## src/rtl/core/wmmm_pkg.sv

```systemverilog
`default_nettype none

package wmmm_pkg;

  localparam int DATA_W          = 16;
  localparam int CFG_W           = 8;
  localparam int MAX_WINDOW_DEF  = 128;
  localparam logic [CFG_W-1:0] WINDOW_SIZE_RST = 8'd128;

  // Per-cycle control from the sequencer to the statistics unit.
  typedef struct packed {
    logic clr;
    logic take;
  } scan_ctl_t;

  typedef enum logic [4:0] {
    ST_IDLE = 5'b00001,
    ST_SCAN = 5'b00010,
    ST_LOAD = 5'b00100,
    ST_DIV  = 5'b01000,
    ST_PUSH = 5'b10000
  } state_e;

endpackage

`default_nettype wire

```

## src/rtl/core/wmmm_cell.sv

```systemverilog
`default_nettype none

module wmmm_cell
  import wmmm_pkg::*;
(
  input  wire logic              clk_i,
  input  wire logic              rst_ni,
  input  wire logic              shift_i,
  input  wire logic [DATA_W-1:0] d_i,
  output logic      [DATA_W-1:0] q_o
);

  logic [DATA_W-1:0] slot_q, slot_d;

  always_comb begin
    slot_d = shift_i ? d_i : slot_q;
  end

  always_ff @(posedge clk_i or negedge rst_ni) begin
    if (!rst_ni) begin
      slot_q <= '0;
    end else begin
      slot_q <= slot_d;
    end
  end

  assign q_o = slot_q;

endmodule

`default_nettype wire

```

## src/rtl/core/wmmm_accum.sv

```systemverilog
`default_nettype none

module wmmm_accum
  import wmmm_pkg::*;
#(
  parameter int SUM_W = 24
) (
  input  wire logic                     clk_i,
  input  wire logic                     rst_ni,
  input  wire scan_ctl_t                ctl_i,
  input  wire logic signed [DATA_W-1:0] value_i,
  output logic signed      [SUM_W-1:0]  sum_o,
  output logic signed      [DATA_W-1:0] min_o,
  output logic signed      [DATA_W-1:0] max_o
);

  logic signed [SUM_W-1:0]  sum_q, sum_d;
  logic signed [DATA_W-1:0] min_q, min_d, max_q, max_d;

  always_comb begin
    sum_d = sum_q;
    min_d = min_q;
    max_d = max_q;
    if (ctl_i.clr) begin
      sum_d = '0;
      min_d = {1'b0, {(DATA_W-1){1'b1}}};
      max_d = {1'b1, {(DATA_W-1){1'b0}}};
    end else if (ctl_i.take) begin
      sum_d = sum_q + SUM_W'(value_i);
      if (value_i < min_q) min_d = value_i;
      if (value_i > max_q) max_d = value_i;
    end
  end

  always_ff @(posedge clk_i or negedge rst_ni) begin
    if (!rst_ni) begin
      sum_q <= '0;
      min_q <= '0;
      max_q <= '0;
    end else begin
      sum_q <= sum_d;
      min_q <= min_d;
      max_q <= max_d;
    end
  end

  assign sum_o = sum_q;
  assign min_o = min_q;
  assign max_o = max_q;

endmodule

`default_nettype wire

```

## src/rtl/core/wmmm_div.sv

```systemverilog
`default_nettype none

module wmmm_div
  import wmmm_pkg::*;
#(
  parameter int SUM_W = 24,
  parameter int LEN_W = 8
) (
  input  wire logic                    clk_i,
  input  wire logic                    rst_ni,
  input  wire logic                    start_i,
  input  wire logic signed [SUM_W-1:0] dividend_i,
  input  wire logic        [LEN_W-1:0] divisor_i,
  output logic                         done_o,
  output logic signed      [DATA_W-1:0] quot_o
);

  localparam int CNT_W = $clog2(SUM_W + 1);

  logic [SUM_W-1:0] quo_q, quo_d;
  logic [LEN_W-1:0] rem_q, rem_d;
  logic [LEN_W-1:0] dvs_q, dvs_d;
  logic [CNT_W-1:0] cnt_q, cnt_d;
  logic             busy_q, busy_d;
  logic             neg_q, neg_d;
  logic             done_q, done_d;
  logic [LEN_W:0]   trial;
  logic [SUM_W-1:0] quo_signed;

  // Restoring division on the magnitude, one quotient bit per cycle.
  always_comb begin
    quo_d  = quo_q;
    rem_d  = rem_q;
    dvs_d  = dvs_q;
    cnt_d  = cnt_q;
    busy_d = busy_q;
    neg_d  = neg_q;
    done_d = 1'b0;
    trial  = {rem_q, quo_q[SUM_W-1]};
    if (start_i) begin
      quo_d  = dividend_i[SUM_W-1] ? SUM_W'(-dividend_i) : dividend_i;
      rem_d  = '0;
      dvs_d  = divisor_i;
      cnt_d  = '0;
      busy_d = 1'b1;
      neg_d  = dividend_i[SUM_W-1];
    end else if (busy_q) begin
      if (trial >= {1'b0, dvs_q}) begin
        rem_d = LEN_W'(trial - {1'b0, dvs_q});
        quo_d = {quo_q[SUM_W-2:0], 1'b1};
      end else begin
        rem_d = trial[LEN_W-1:0];
        quo_d = {quo_q[SUM_W-2:0], 1'b0};
      end
      cnt_d = cnt_q + 1'b1;
      if (cnt_q == CNT_W'(SUM_W - 1)) begin
        busy_d = 1'b0;
        done_d = 1'b1;
      end
    end
  end

  always_ff @(posedge clk_i or negedge rst_ni) begin
    if (!rst_ni) begin
      busy_q <= 1'b0;
      done_q <= 1'b0;
      cnt_q  <= '0;
    end else begin
      busy_q <= busy_d;
      done_q <= done_d;
      cnt_q  <= cnt_d;
    end
  end

  always_ff @(posedge clk_i) begin
    quo_q <= quo_d;
    rem_q <= rem_d;
    dvs_q <= dvs_d;
    neg_q <= neg_d;
  end

  assign quo_signed = neg_q ? SUM_W'(-quo_q) : quo_q;
  assign quot_o     = quo_signed[DATA_W-1:0];
  assign done_o     = done_q;

endmodule

`default_nettype wire

```

## src/rtl/core/window_mean_min_max_top.sv

```systemverilog
// Channel   Direction  Payload (lowest bit first)
// s_axis    in         tdata: sample[15:0]
// m_axis    out        tdata: mean_value[15:0], minimum_value[31:16], maximum_value[47:32]
// cfg       in         cfg_data: window_size[7:0]
//
// For each item the slot ring makes one full turn past its head cell, then the sequential
// divider produces one quotient bit per cycle over the SUM_W-bit window sum.
// Reset clears every slot and the write position and sets the window size to 128 at once.
// A new item is taken while the previous result still waits in the output register;
// the finished result is held until that register is free.
`default_nettype none

module window_mean_min_max_top
  import wmmm_pkg::*;
#(
  parameter int MAX_WINDOW = MAX_WINDOW_DEF
) (
  input  wire logic                clk_i,
  input  wire logic                rst_ni,
  input  wire logic                s_axis_tvalid_i,
  output logic                     s_axis_tready_o,
  input  wire logic [DATA_W-1:0]   s_axis_tdata_i,   // sample
  output logic                     m_axis_tvalid_o,
  input  wire logic                m_axis_tready_i,
  output logic      [3*DATA_W-1:0] m_axis_tdata_o,   // mean_value, minimum_value, maximum_value
  input  wire logic                cfg_valid_i,
  output logic                     cfg_ready_o,
  input  wire logic [CFG_W-1:0]    cfg_data_i
);

  localparam int IDX_W = (MAX_WINDOW > 1) ? $clog2(MAX_WINDOW) : 1;
  localparam int LEN_W = $clog2(MAX_WINDOW + 1);
  localparam int SUM_W = DATA_W + LEN_W;

  state_e state_q, state_d;

  logic [CFG_W-1:0]  wsize_q, wsize_d;
  logic [IDX_W-1:0]  wpos_q, wpos_d;
  logic [IDX_W-1:0]  widx_q, widx_d;
  logic [IDX_W-1:0]  step_q, step_d;
  logic [LEN_W-1:0]  len_q, len_d;
  logic [DATA_W-1:0] sample_q, sample_d;
  logic              ovld_q, ovld_d;
  logic [3*DATA_W-1:0] odata_q, odata_d;

  logic [LEN_W-1:0]  len_now;
  logic [IDX_W-1:0]  wr_eff;
  logic [LEN_W:0]    wr_next;
  logic              in_acc, last_step, shift, out_load;
  logic [DATA_W-1:0] head_val;
  logic [DATA_W-1:0] slot [MAX_WINDOW];

  scan_ctl_t               scan_ctl;
  logic signed [SUM_W-1:0]  win_sum;
  logic signed [DATA_W-1:0] win_min, win_max, win_mean;
  logic                     div_done;

  assign cfg_ready_o     = 1'b1;
  assign s_axis_tready_o = (state_q == ST_IDLE);
  assign in_acc          = s_axis_tvalid_i && s_axis_tready_o;
  assign last_step       = (step_q == IDX_W'(MAX_WINDOW - 1));
  assign shift           = (state_q == ST_SCAN);

  // Effective window length and the slot this item overwrites.
  always_comb begin
    if (wsize_q == '0) begin
      len_now = LEN_W'(1);
    end else if (wsize_q > CFG_W'(MAX_WINDOW)) begin
      len_now = LEN_W'(MAX_WINDOW);
    end else begin
      len_now = LEN_W'(wsize_q);
    end
    wr_eff  = (LEN_W'(wpos_q) >= len_now) ? '0 : wpos_q;
    wr_next = (LEN_W+1)'(wr_eff) + 1'b1;
  end

  // Slot k passes the head cell at scan step k; the new sample replaces it there.
  assign head_val = (step_q == widx_q) ? sample_q : slot[0];

  for (genvar i = 0; i < MAX_WINDOW; i++) begin : g_cell
    logic [DATA_W-1:0] nb;
    if (i == MAX_WINDOW - 1) begin : g_tail
      assign nb = head_val;
    end else begin : g_mid
      assign nb = slot[i+1];
    end
    wmmm_cell u_cell (
      .clk_i   (clk_i),
      .rst_ni  (rst_ni),
      .shift_i (shift),
      .d_i     (nb),
      .q_o     (slot[i])
    );
  end

  assign scan_ctl.clr  = in_acc;
  assign scan_ctl.take = shift && (LEN_W'(step_q) < len_q);

  wmmm_accum #(.SUM_W(SUM_W)) u_accum (
    .clk_i   (clk_i),
    .rst_ni  (rst_ni),
    .ctl_i   (scan_ctl),
    .value_i (head_val),
    .sum_o   (win_sum),
    .min_o   (win_min),
    .max_o   (win_max)
  );

  wmmm_div #(.SUM_W(SUM_W), .LEN_W(LEN_W)) u_div (
    .clk_i      (clk_i),
    .rst_ni     (rst_ni),
    .start_i    (state_q == ST_LOAD),
    .dividend_i (win_sum),
    .divisor_i  (len_q),
    .done_o     (div_done),
    .quot_o     (win_mean)
  );

  always_comb begin
    state_d  = state_q;
    wsize_d  = wsize_q;
    wpos_d   = wpos_q;
    widx_d   = widx_q;
    step_d   = step_q;
    len_d    = len_q;
    sample_d = sample_q;
    out_load = 1'b0;
    if (cfg_valid_i && cfg_ready_o) begin
      wsize_d = cfg_data_i;
    end
    unique case (state_q)
      ST_IDLE: begin
        if (in_acc) begin
          sample_d = s_axis_tdata_i;
          len_d    = len_now;
          widx_d   = wr_eff;
          wpos_d   = (wr_next >= (LEN_W+1)'(len_now)) ? '0 : wr_next[IDX_W-1:0];
          step_d   = '0;
          state_d  = ST_SCAN;
        end
      end
      ST_SCAN: begin
        step_d = last_step ? '0 : step_q + 1'b1;
        if (last_step) state_d = ST_LOAD;
      end
      ST_LOAD: begin
        state_d = ST_DIV;
      end
      ST_DIV: begin
        if (div_done) state_d = ST_PUSH;
      end
      ST_PUSH: begin
        if (!ovld_q || m_axis_tready_i) begin
          out_load = 1'b1;
          state_d  = ST_IDLE;
        end
      end
      default: state_d = ST_IDLE;
    endcase
  end

  always_comb begin
    odata_d = odata_q;
    ovld_d  = ovld_q;
    if (out_load) begin
      odata_d = {win_max, win_min, win_mean};
      ovld_d  = 1'b1;
    end else if (m_axis_tready_i) begin
      ovld_d = 1'b0;
    end
  end

  always_ff @(posedge clk_i or negedge rst_ni) begin
    if (!rst_ni) begin
      state_q <= ST_IDLE;
      wsize_q <= WINDOW_SIZE_RST;
      wpos_q  <= '0;
      step_q  <= '0;
      ovld_q  <= 1'b0;
    end else begin
      state_q <= state_d;
      wsize_q <= wsize_d;
      wpos_q  <= wpos_d;
      step_q  <= step_d;
      ovld_q  <= ovld_d;
    end
  end

  always_ff @(posedge clk_i) begin
    widx_q   <= widx_d;
    len_q    <= len_d;
    sample_q <= sample_d;
    odata_q  <= odata_d;
  end

  assign m_axis_tvalid_o = ovld_q;
  assign m_axis_tdata_o  = odata_q;

endmodule

`default_nettype wire

```

## config.mk

```make
export PLATFORM = sky130hd
export DESIGN_NAME = window_mean_min_max_top
export DESIGN_NICKNAME = d
export VERILOG_FILES = /design/src/rtl/core/wmmm_pkg.sv /design/src/rtl/core/wmmm_cell.sv /design/src/rtl/core/wmmm_accum.sv /design/src/rtl/core/wmmm_div.sv /design/src/rtl/core/window_mean_min_max_top.sv
export SDC_FILE = /design/constraint.sdc
export NUM_CORES = 2
export LEC_CHECK = 0
export BUFFER_PORTS_ARGS = -buffer_cell sky130_fd_sc_hd__buf_2
export CAP_MARGIN = 20
export CORE_UTILIZATION = 57
export DETAILED_ROUTE_END_ITERATION = 8
export GPL_ROUTABILITY_DRIVEN = 0
export PLACE_DENSITY = 0.76
export RECOVER_POWER = 25
export SYNTH_ARGS = -nofsm -noshare
export SYNTH_HDL_FRONTEND = slang
export SYNTH_SLANG_ARGS = --single-unit
export TNS_END_PERCENT = 50
```

## constraint.sdc

```tcl
create_clock -name clk_i -period 4.4 [get_ports clk_i]
set_clock_uncertainty 0.1 [all_clocks]
set_input_delay 0 -clock clk_i [delete_from_list [all_inputs] [get_ports clk_i]]
set_output_delay 0 -clock clk_i [all_outputs]
set_load 0.02 [all_outputs]
```

## Word-level counts from Yosys, hierarchy flattened

Cells that the tools add are included.
Widths: inputs -> output; s select.

- Register bits: 2259
- Bits of input ports: 29
- Output and inout bits: 51

- Add/sub/neg operators: 7
- $lt $le $gt $ge: 7
- Equality and inequality tests: 12
- Mux-type cells: 39
- Reduce and logical (&&, ||, !) cells: 16

Operators with widths:

| operator | number |
|---|---|
| $mux 16 | 8 |
| $mux 24 | 5 |
| $mux 5 | 6 |
| $mux 7 | 4 |
| $pmux 5 s5 | 1 |
| $add 24x16->24 | 1 |
| $mux 8 | 3 |
| $neg 24->24 | 1 |
| $gt 16x16->1 | 1 |
| $lt 16x16->1 | 1 |
| $neg 16->16 | 1 |
| $pmux 7 s2 | 1 |
| $reduce_bool 2->1 | 6 |
| $mux 1 | 11 |
| $eq 5x5->1 const B | 2 |
| $ge 9x8->1 | 1 |
| $add 7x1->8 const B | 1 |
| $ge 7x8->1 | 1 |
| $ge 8x8->1 | 1 |
| $gt 8x8->1 const B | 1 |
| $logic_not 8->1 | 1 |
| $lt 7x8->1 | 1 |
| $reduce_and 2->1 | 4 |
| $sub 8x8->8 | 1 |
| 14 further kinds | 17 |

## Depth between registers and ports, before layout

- Depth after elaboration: 8
- Depth in mapped cells: 23

## By module

From an unflattened synthesis, not the netlist that was laid out.

- Cell total of the unflattened synthesis: 5541
- Area total of the unflattened synthesis: 95554.1 um2

Modules (own cells, without submodules):

| module | times used | cells each | area each (um2) |
|---|---|---|---|
| wmmm_cell | 128 | 34 | 649.4 |
| window_mean_min_max_top | 1 | 330 | 4670.7 |
| wmmm_accum | 1 | 528 | 4593.2 |
| wmmm_div | 1 | 331 | 3170.5 |

## Least setup slack after synthesis

OpenSTA, ideal clock, no wires.

- Path type: register to register
- Start: register wsize_q[6]
- End: register wpos_q[2]
- Arrival: 4.359 ns
- Path slack: -0.125 ns
- Cell stages (with the launch flop): 23
- Path buffers: 1
- Clock period less this slack: 4.525 ns
- Cells stage by stage: dfrtp_1 nor4_1 a21oi_1 nor2_1 ha_1 nand2b_1 a21o_1 a21oi_1 a2bb2oi_1 a211o_1 clkbuf_1 and2_1 ha_1 nand3_1 xnor2_1 and2_1 ha_1 and3_1 a21oi_1 o21ai_0 o41ai_2 and2_1 a22o_1

- Cells in the longest elaborated chain, start to end: 8
- Elaborated cells between the ends (all ways): 9
- Those cells by class: add/sub: 1; order compare: 3; mux: 4; reduce/logical: 1

RTL lines:

| item | RTL line | source |
|---|---|---|
| from (decl) | window_mean_min_max_top.sv:37 | `logic [CFG_W-1:0] wsize_q, wsize_d;` |
| from (signal assigned) | window_mean_min_max_top.sv:182 | `wsize_q <= wsize_d;` |
| $gt 8x8->1 | window_mean_min_max_top.sv:68 | `end else if (wsize_q > CFG_W'(MAX_WINDOW)) begin` |
| $mux 8 | window_mean_min_max_top.sv:68 |  |
| $mux 8 (*) | window_mean_min_max_top.sv:66 | `if (wsize_q == '0) begin` |
| named net len_now[0] | window_mean_min_max_top.sv:46 | `logic [LEN_W-1:0] len_now;` |
| $ge 7x8->1 (*) | window_mean_min_max_top.sv:73 | `wr_eff = (LEN_W'(wpos_q) >= len_now) ? '0 : wpos_q;` |
| $mux 7 (*) | window_mean_min_max_top.sv:73 |  |
| named net wr_eff[1] | window_mean_min_max_top.sv:47 | `logic [IDX_W-1:0] wr_eff;` |
| $add 7x1->8 (*) | window_mean_min_max_top.sv:74 | `wr_next = (LEN_W+1)'(wr_eff) + 1'b1;` |
| $ge 8x8->1 | window_mean_min_max_top.sv:137 | `wpos_d = (wr_next >= (LEN_W+1)'(len_now)) ? '0 : wr_next[IDX_W-1:0];` |
| $mux 7 (*) | window_mean_min_max_top.sv:137 |  |
| to (signal assigned) | window_mean_min_max_top.sv:183 | `wpos_q <= wpos_d;` |
| to (decl) | window_mean_min_max_top.sv:38 | `logic [IDX_W-1:0] wpos_q, wpos_d;` |

Mark *: on every way through the listed nets, which the timed path passes. The rest lies on a longest branch.
A chain may end at the register's enable or synchronous reset.

## Worst setup path in the final report

- Start: register wsize_q[2]
- End: register wpos_q[3]

- Cells in the longest elaborated chain, start to end: 8
- Elaborated cells between the ends (all ways): 9
- Those cells by class: add/sub: 1; order compare: 3; mux: 4; reduce/logical: 1

RTL lines:

| item | RTL line |
|---|---|
| $gt 8x8->1 | window_mean_min_max_top.sv:68 |
| $mux 8 | window_mean_min_max_top.sv:68 |
| $mux 8 (*) | window_mean_min_max_top.sv:66 |
| named net len_now[0] | window_mean_min_max_top.sv:46 |
| $ge 7x8->1 | window_mean_min_max_top.sv:73 |
| $mux 7 | window_mean_min_max_top.sv:73 |
| $add 7x1->8 | window_mean_min_max_top.sv:74 |
| $ge 8x8->1 | window_mean_min_max_top.sv:137 |
| $mux 7 (*) | window_mean_min_max_top.sv:137 |

Marks and branches as above.

==> impl_metrics.env <==
export IMPL_synth_nets=9885
export IMPL_vias=61744
export IMPL_violations="capacitance limit, slew limit, setup timing"
export IMPL_syn_inst=9766
export IMPL_final_common_cell="nand2_1"
export IMPL_final_cell_mix="nand2_1 (6246), dfrtp_1 (2137), clkbuf_16 (214), buf_4 (130), edfxtp_1 (112)"
export IMPL_hpwl_um=94200
export IMPL_cp_end_kind="flop"
export IMPL_slew_violations=1065
export IMPL_yosysSeqAreaShare_pct=64.9
export IMPL_regToRegStartpoint="wsize_q[2]$_DFFE_PN0P_"
export IMPL_wl_per_cell_um=13.9
export IMPL_clockRootBuffer="clkbuf_16"
export IMPL_p_leak_nw=55.9
export IMPL_synth_edf_count=112
export IMPL_cts_num_sinks=2259
export IMPL_power_density_nw_per_um2=484
export IMPL_via_per_inst=5.13
export IMPL_period_needed_ps=4440
export IMPL_slew_headroom_pct=-45.6
export IMPL_cts_max_path_buffers=3
export IMPL_period_share_pct=101
export IMPL_die_h_um=395
export IMPL_max_freq_mhz=225
export IMPL_syn_area_per_cell_um2=8.99
export IMPL_slowest_delay_ps=380
export IMPL_synth_seq_cells=2259
export IMPL_grt_busiest_layer="met2"
export IMPL_tritoncts="built"
export IMPL_rsz0062_at_grt="yes"
export IMPL_fin_ws_ps=-35.1
export IMPL_cpMaxStageDelayCell="dfrtp_1"
export IMPL_setup_viol=4
export IMPL_antenna_cells=0
export IMPL_cp_arrival_ps=5080
export IMPL_ant_nets=0
export IMPL_core_area_um2=152000
export IMPL_io_buffer_count=78
export IMPL_cp_start_kind="flop"
export IMPL_grt_pass1_wl_um=291000
export IMPL_placementRows=143
export IMPL_antenna_found_initial=1
export IMPL_h_tree_depth=4
export IMPL_hold_ws_ps=124
export IMPL_drt_first_pass_iters=7
export IMPL_min_to="state_q[4]$_DFFE_PN0P_"
export IMPL_synth_cell_type_count=77
export IMPL_met3_usage_pct=3.28
export IMPL_drt_iter0_drc=4999
export IMPL_met1_usage_pct=30.9
export IMPL_ys_warnings_count=0
export IMPL_required_ps=5040
export IMPL_synth_area_um2=87800
export IMPL_hp_start="m_axis_tready_i"
export IMPL_peakVddDrop_v=0.000455
export IMPL_cts_made_buffers=210
export IMPL_track_usage_pct=21.8
export IMPL_grt_met2_usage_pct=35.1
export IMPL_start_util_pct=57.6
export IMPL_grt_pass1_vias=61383
export IMPL_clock_latency_ps=830
export IMPL_clk_pin_slew_ps=70
export IMPL_hold_viol=0
export IMPL_async_reset_ff_share_pct=94.7
export IMPL_utilization_pct=64.7
export IMPL_tightest_slew_ps=2180
export IMPL_status="finished, violations left"
export IMPL_synth_ff_type="dfrtp_1"
export IMPL_drive_gt1_share_pct=6.46
export IMPL_wirelength_um=168000
export IMPL_die_area_um2=156000
export IMPL_r2r_end="wpos_q[3]$_DFFE_PN0P_"
export IMPL_cap_violations=14
export IMPL_rr_worst_depth=28
export IMPL_crit_fanout=5
export IMPL_critical_path_class="flop to flop"
export IMPL_final_fill_count=11949
export IMPL_rrSetupSlack_ps=-40
export IMPL_final_nets=9934
export IMPL_pin_count=80
export IMPL_place_ws_ps=-359
export IMPL_min_path_type="input pin to flop"
export IMPL_grt_overflow_total=0
export IMPL_hold_path_depth=6
export IMPL_crit_path_frequent_cell="buf_4"
export IMPL_drc=0
export IMPL_area_delta_synth_final_pct=12.4
export IMPL_tns_ps=-68.6
export IMPL_grt_max_degree=276
export IMPL_dieWidth_um=395
-- where the power goes --
| group | internal (mW) | leakage, nW | switching (mW) |
|---|---|---|---|
| Combinational | 1.64 | 21.4 | 5.40 |
| Sequential | 21.6 | 30.9 | 0.497 |
| Clock | 10.7 | 3.60 | 7.88 |
-- per-stage QoR --
step,total power [mW],area [µm²],cells
final,47.7,98700,12026
after global routing,49.7,98700,12026
after CTS,48.0,98700,12019
after detailed placement,29.2,90700,11541
after global placement,29.1,90700,11541
after floorplan,27.0,87900,9766
-- metal layers --
metal  up-vias  part of all wire, %
met1     30290                   45
met5         -                    0
met4         0                  2.6
li1      29955                    -
met2      1124                   48
met3       375                  3.8
-- flip-flops by register name (all words and copies together) (netlist names), 7 cells and up --
register and count:
widx_q 7, m_axis_tdata_o 48, wsize_q 8, u_accum.min_o 16, u_accum.sum_o 24, u_accum.max_o 16, wpos_q 7, step_q 7
u_div.rem_q 8, u_div.quo_q 24, len_q 8, sample_q 16, g_cell.u_cell.q_o 2048, u_div.dvs_q 8
-- worst max-delay path: cells and delay by family, from the launching register on --
| kind | cells | cell delay, ps |
|---|---|---|
| flip-flops | 1 | 380 |
| multiplexers | 1 | 210 |
| buffers and inverters | 17 | 2200 |
| AND/OR/NAND/NOR | 4 | 380 |
| AO/OA/AOI/OAI | 5 | 900 |
| adder cells (fa/ha/maj) | 1 | 210 |
-- worst max path at each step --
stage / from / to / cells after the start
after floorplan: wsize_q[6]$_DFFE_PN0P_ / wpos_q[2]$_DFFE_PN0P_ / 22
after global placement: wsize_q[6]$_DFFE_PN0P_ / wpos_q[1]$_DFFE_PN0P_ / 23
after detailed placement: wsize_q[6]$_DFFE_PN0P_ / wpos_q[1]$_DFFE_PN0P_ / 23
after CTS: step_q[4]$_DFFE_PN0P_ / u_accum.sum_o[22]$_DFFE_PN0P_ / 15
after global routing: wsize_q[6]$_DFFE_PN0P_ / wpos_q[3]$_DFFE_PN0P_ / 22
final: wsize_q[2]$_DFFE_PN0P_ / wpos_q[3]$_DFFE_PN0P_ / 28
-- timing repair --
| item | CTS | global route |
|---|---|---|
| setup endpoints to repair | 8 | 30 |
| pin swaps | 7 | 24 |
| gates cloned | 1 | 0 |
| setup buffers | 19 | 7 |
| gates resized for setup | 10 | 28 |
| hold endpoints to repair | 2062 | 0 |
| hold buffers | 66 | 0 |
-- layout make-up --
type	count	area [µm²]	area share (%)
clock buffer	312	6350	6.43
clock inverter	81	902	0.914
multi-input combinational	6917	28800	29.1
inverter	99	374	0.379
sequential	2259	57100	57.8
tap	2030	2540	2.57
timing repair buffer	328	2720	2.76
-- cells by family (layout without fill, tap and decap cells) --
family	Yosys count	after routing	synth area share (%)
simple gates	6426	6426	27.9
flops	2259	2259	64.9
buf+inv	590	820	2.55
compound gates	274	274	1.98
fa+ha+maj	90	90	1.30
xor+xnor	72	72	0.718
mux	54	54	0.627
other cells	1	1	0.00427
-- cell usage after synthesis, drive strengths merged (7+ instances only) --
| cell | n | area, µm² |
|---|---|---|
| clkbuf | 484 | 1830 |
| mux2i | 46 | 460 |
| buf | 7 | 42.5 |
| a21oi | 58 | 290 |
| inv | 96 | 360 |
| xnor2 | 40 | 350 |
| nor2 | 50 | 188 |
| nand4 | 15 | 93.8 |
| mux2 | 8 | 90.1 |
| o21a | 10 | 75.1 |
| nand3 | 31 | 155 |
| a21o | 18 | 135 |
| o31ai | 13 | 113 |
| nand2b | 7 | 43.8 |
| o21ai | 99 | 495 |
| dfrtp | 2137 | 53500 |
| a31oi | 8 | 50.1 |
| xor2 | 32 | 280 |
| or3 | 10 | 87.6 |
| dfxtp | 8 | 160 |
| and3 | 10 | 62.6 |
| edfxtp | 112 | 3360 |
| o211ai | 20 | 150 |
| and2 | 12 | 75.1 |
| nor2b | 8 | 50.1 |
| a211oi | 8 | 60.1 |
| nor3 | 8 | 40.0 |
| ha | 88 | 1100 |
| nand2 | 6246 | 23400 |
Power figures use the tool's default switching activity.
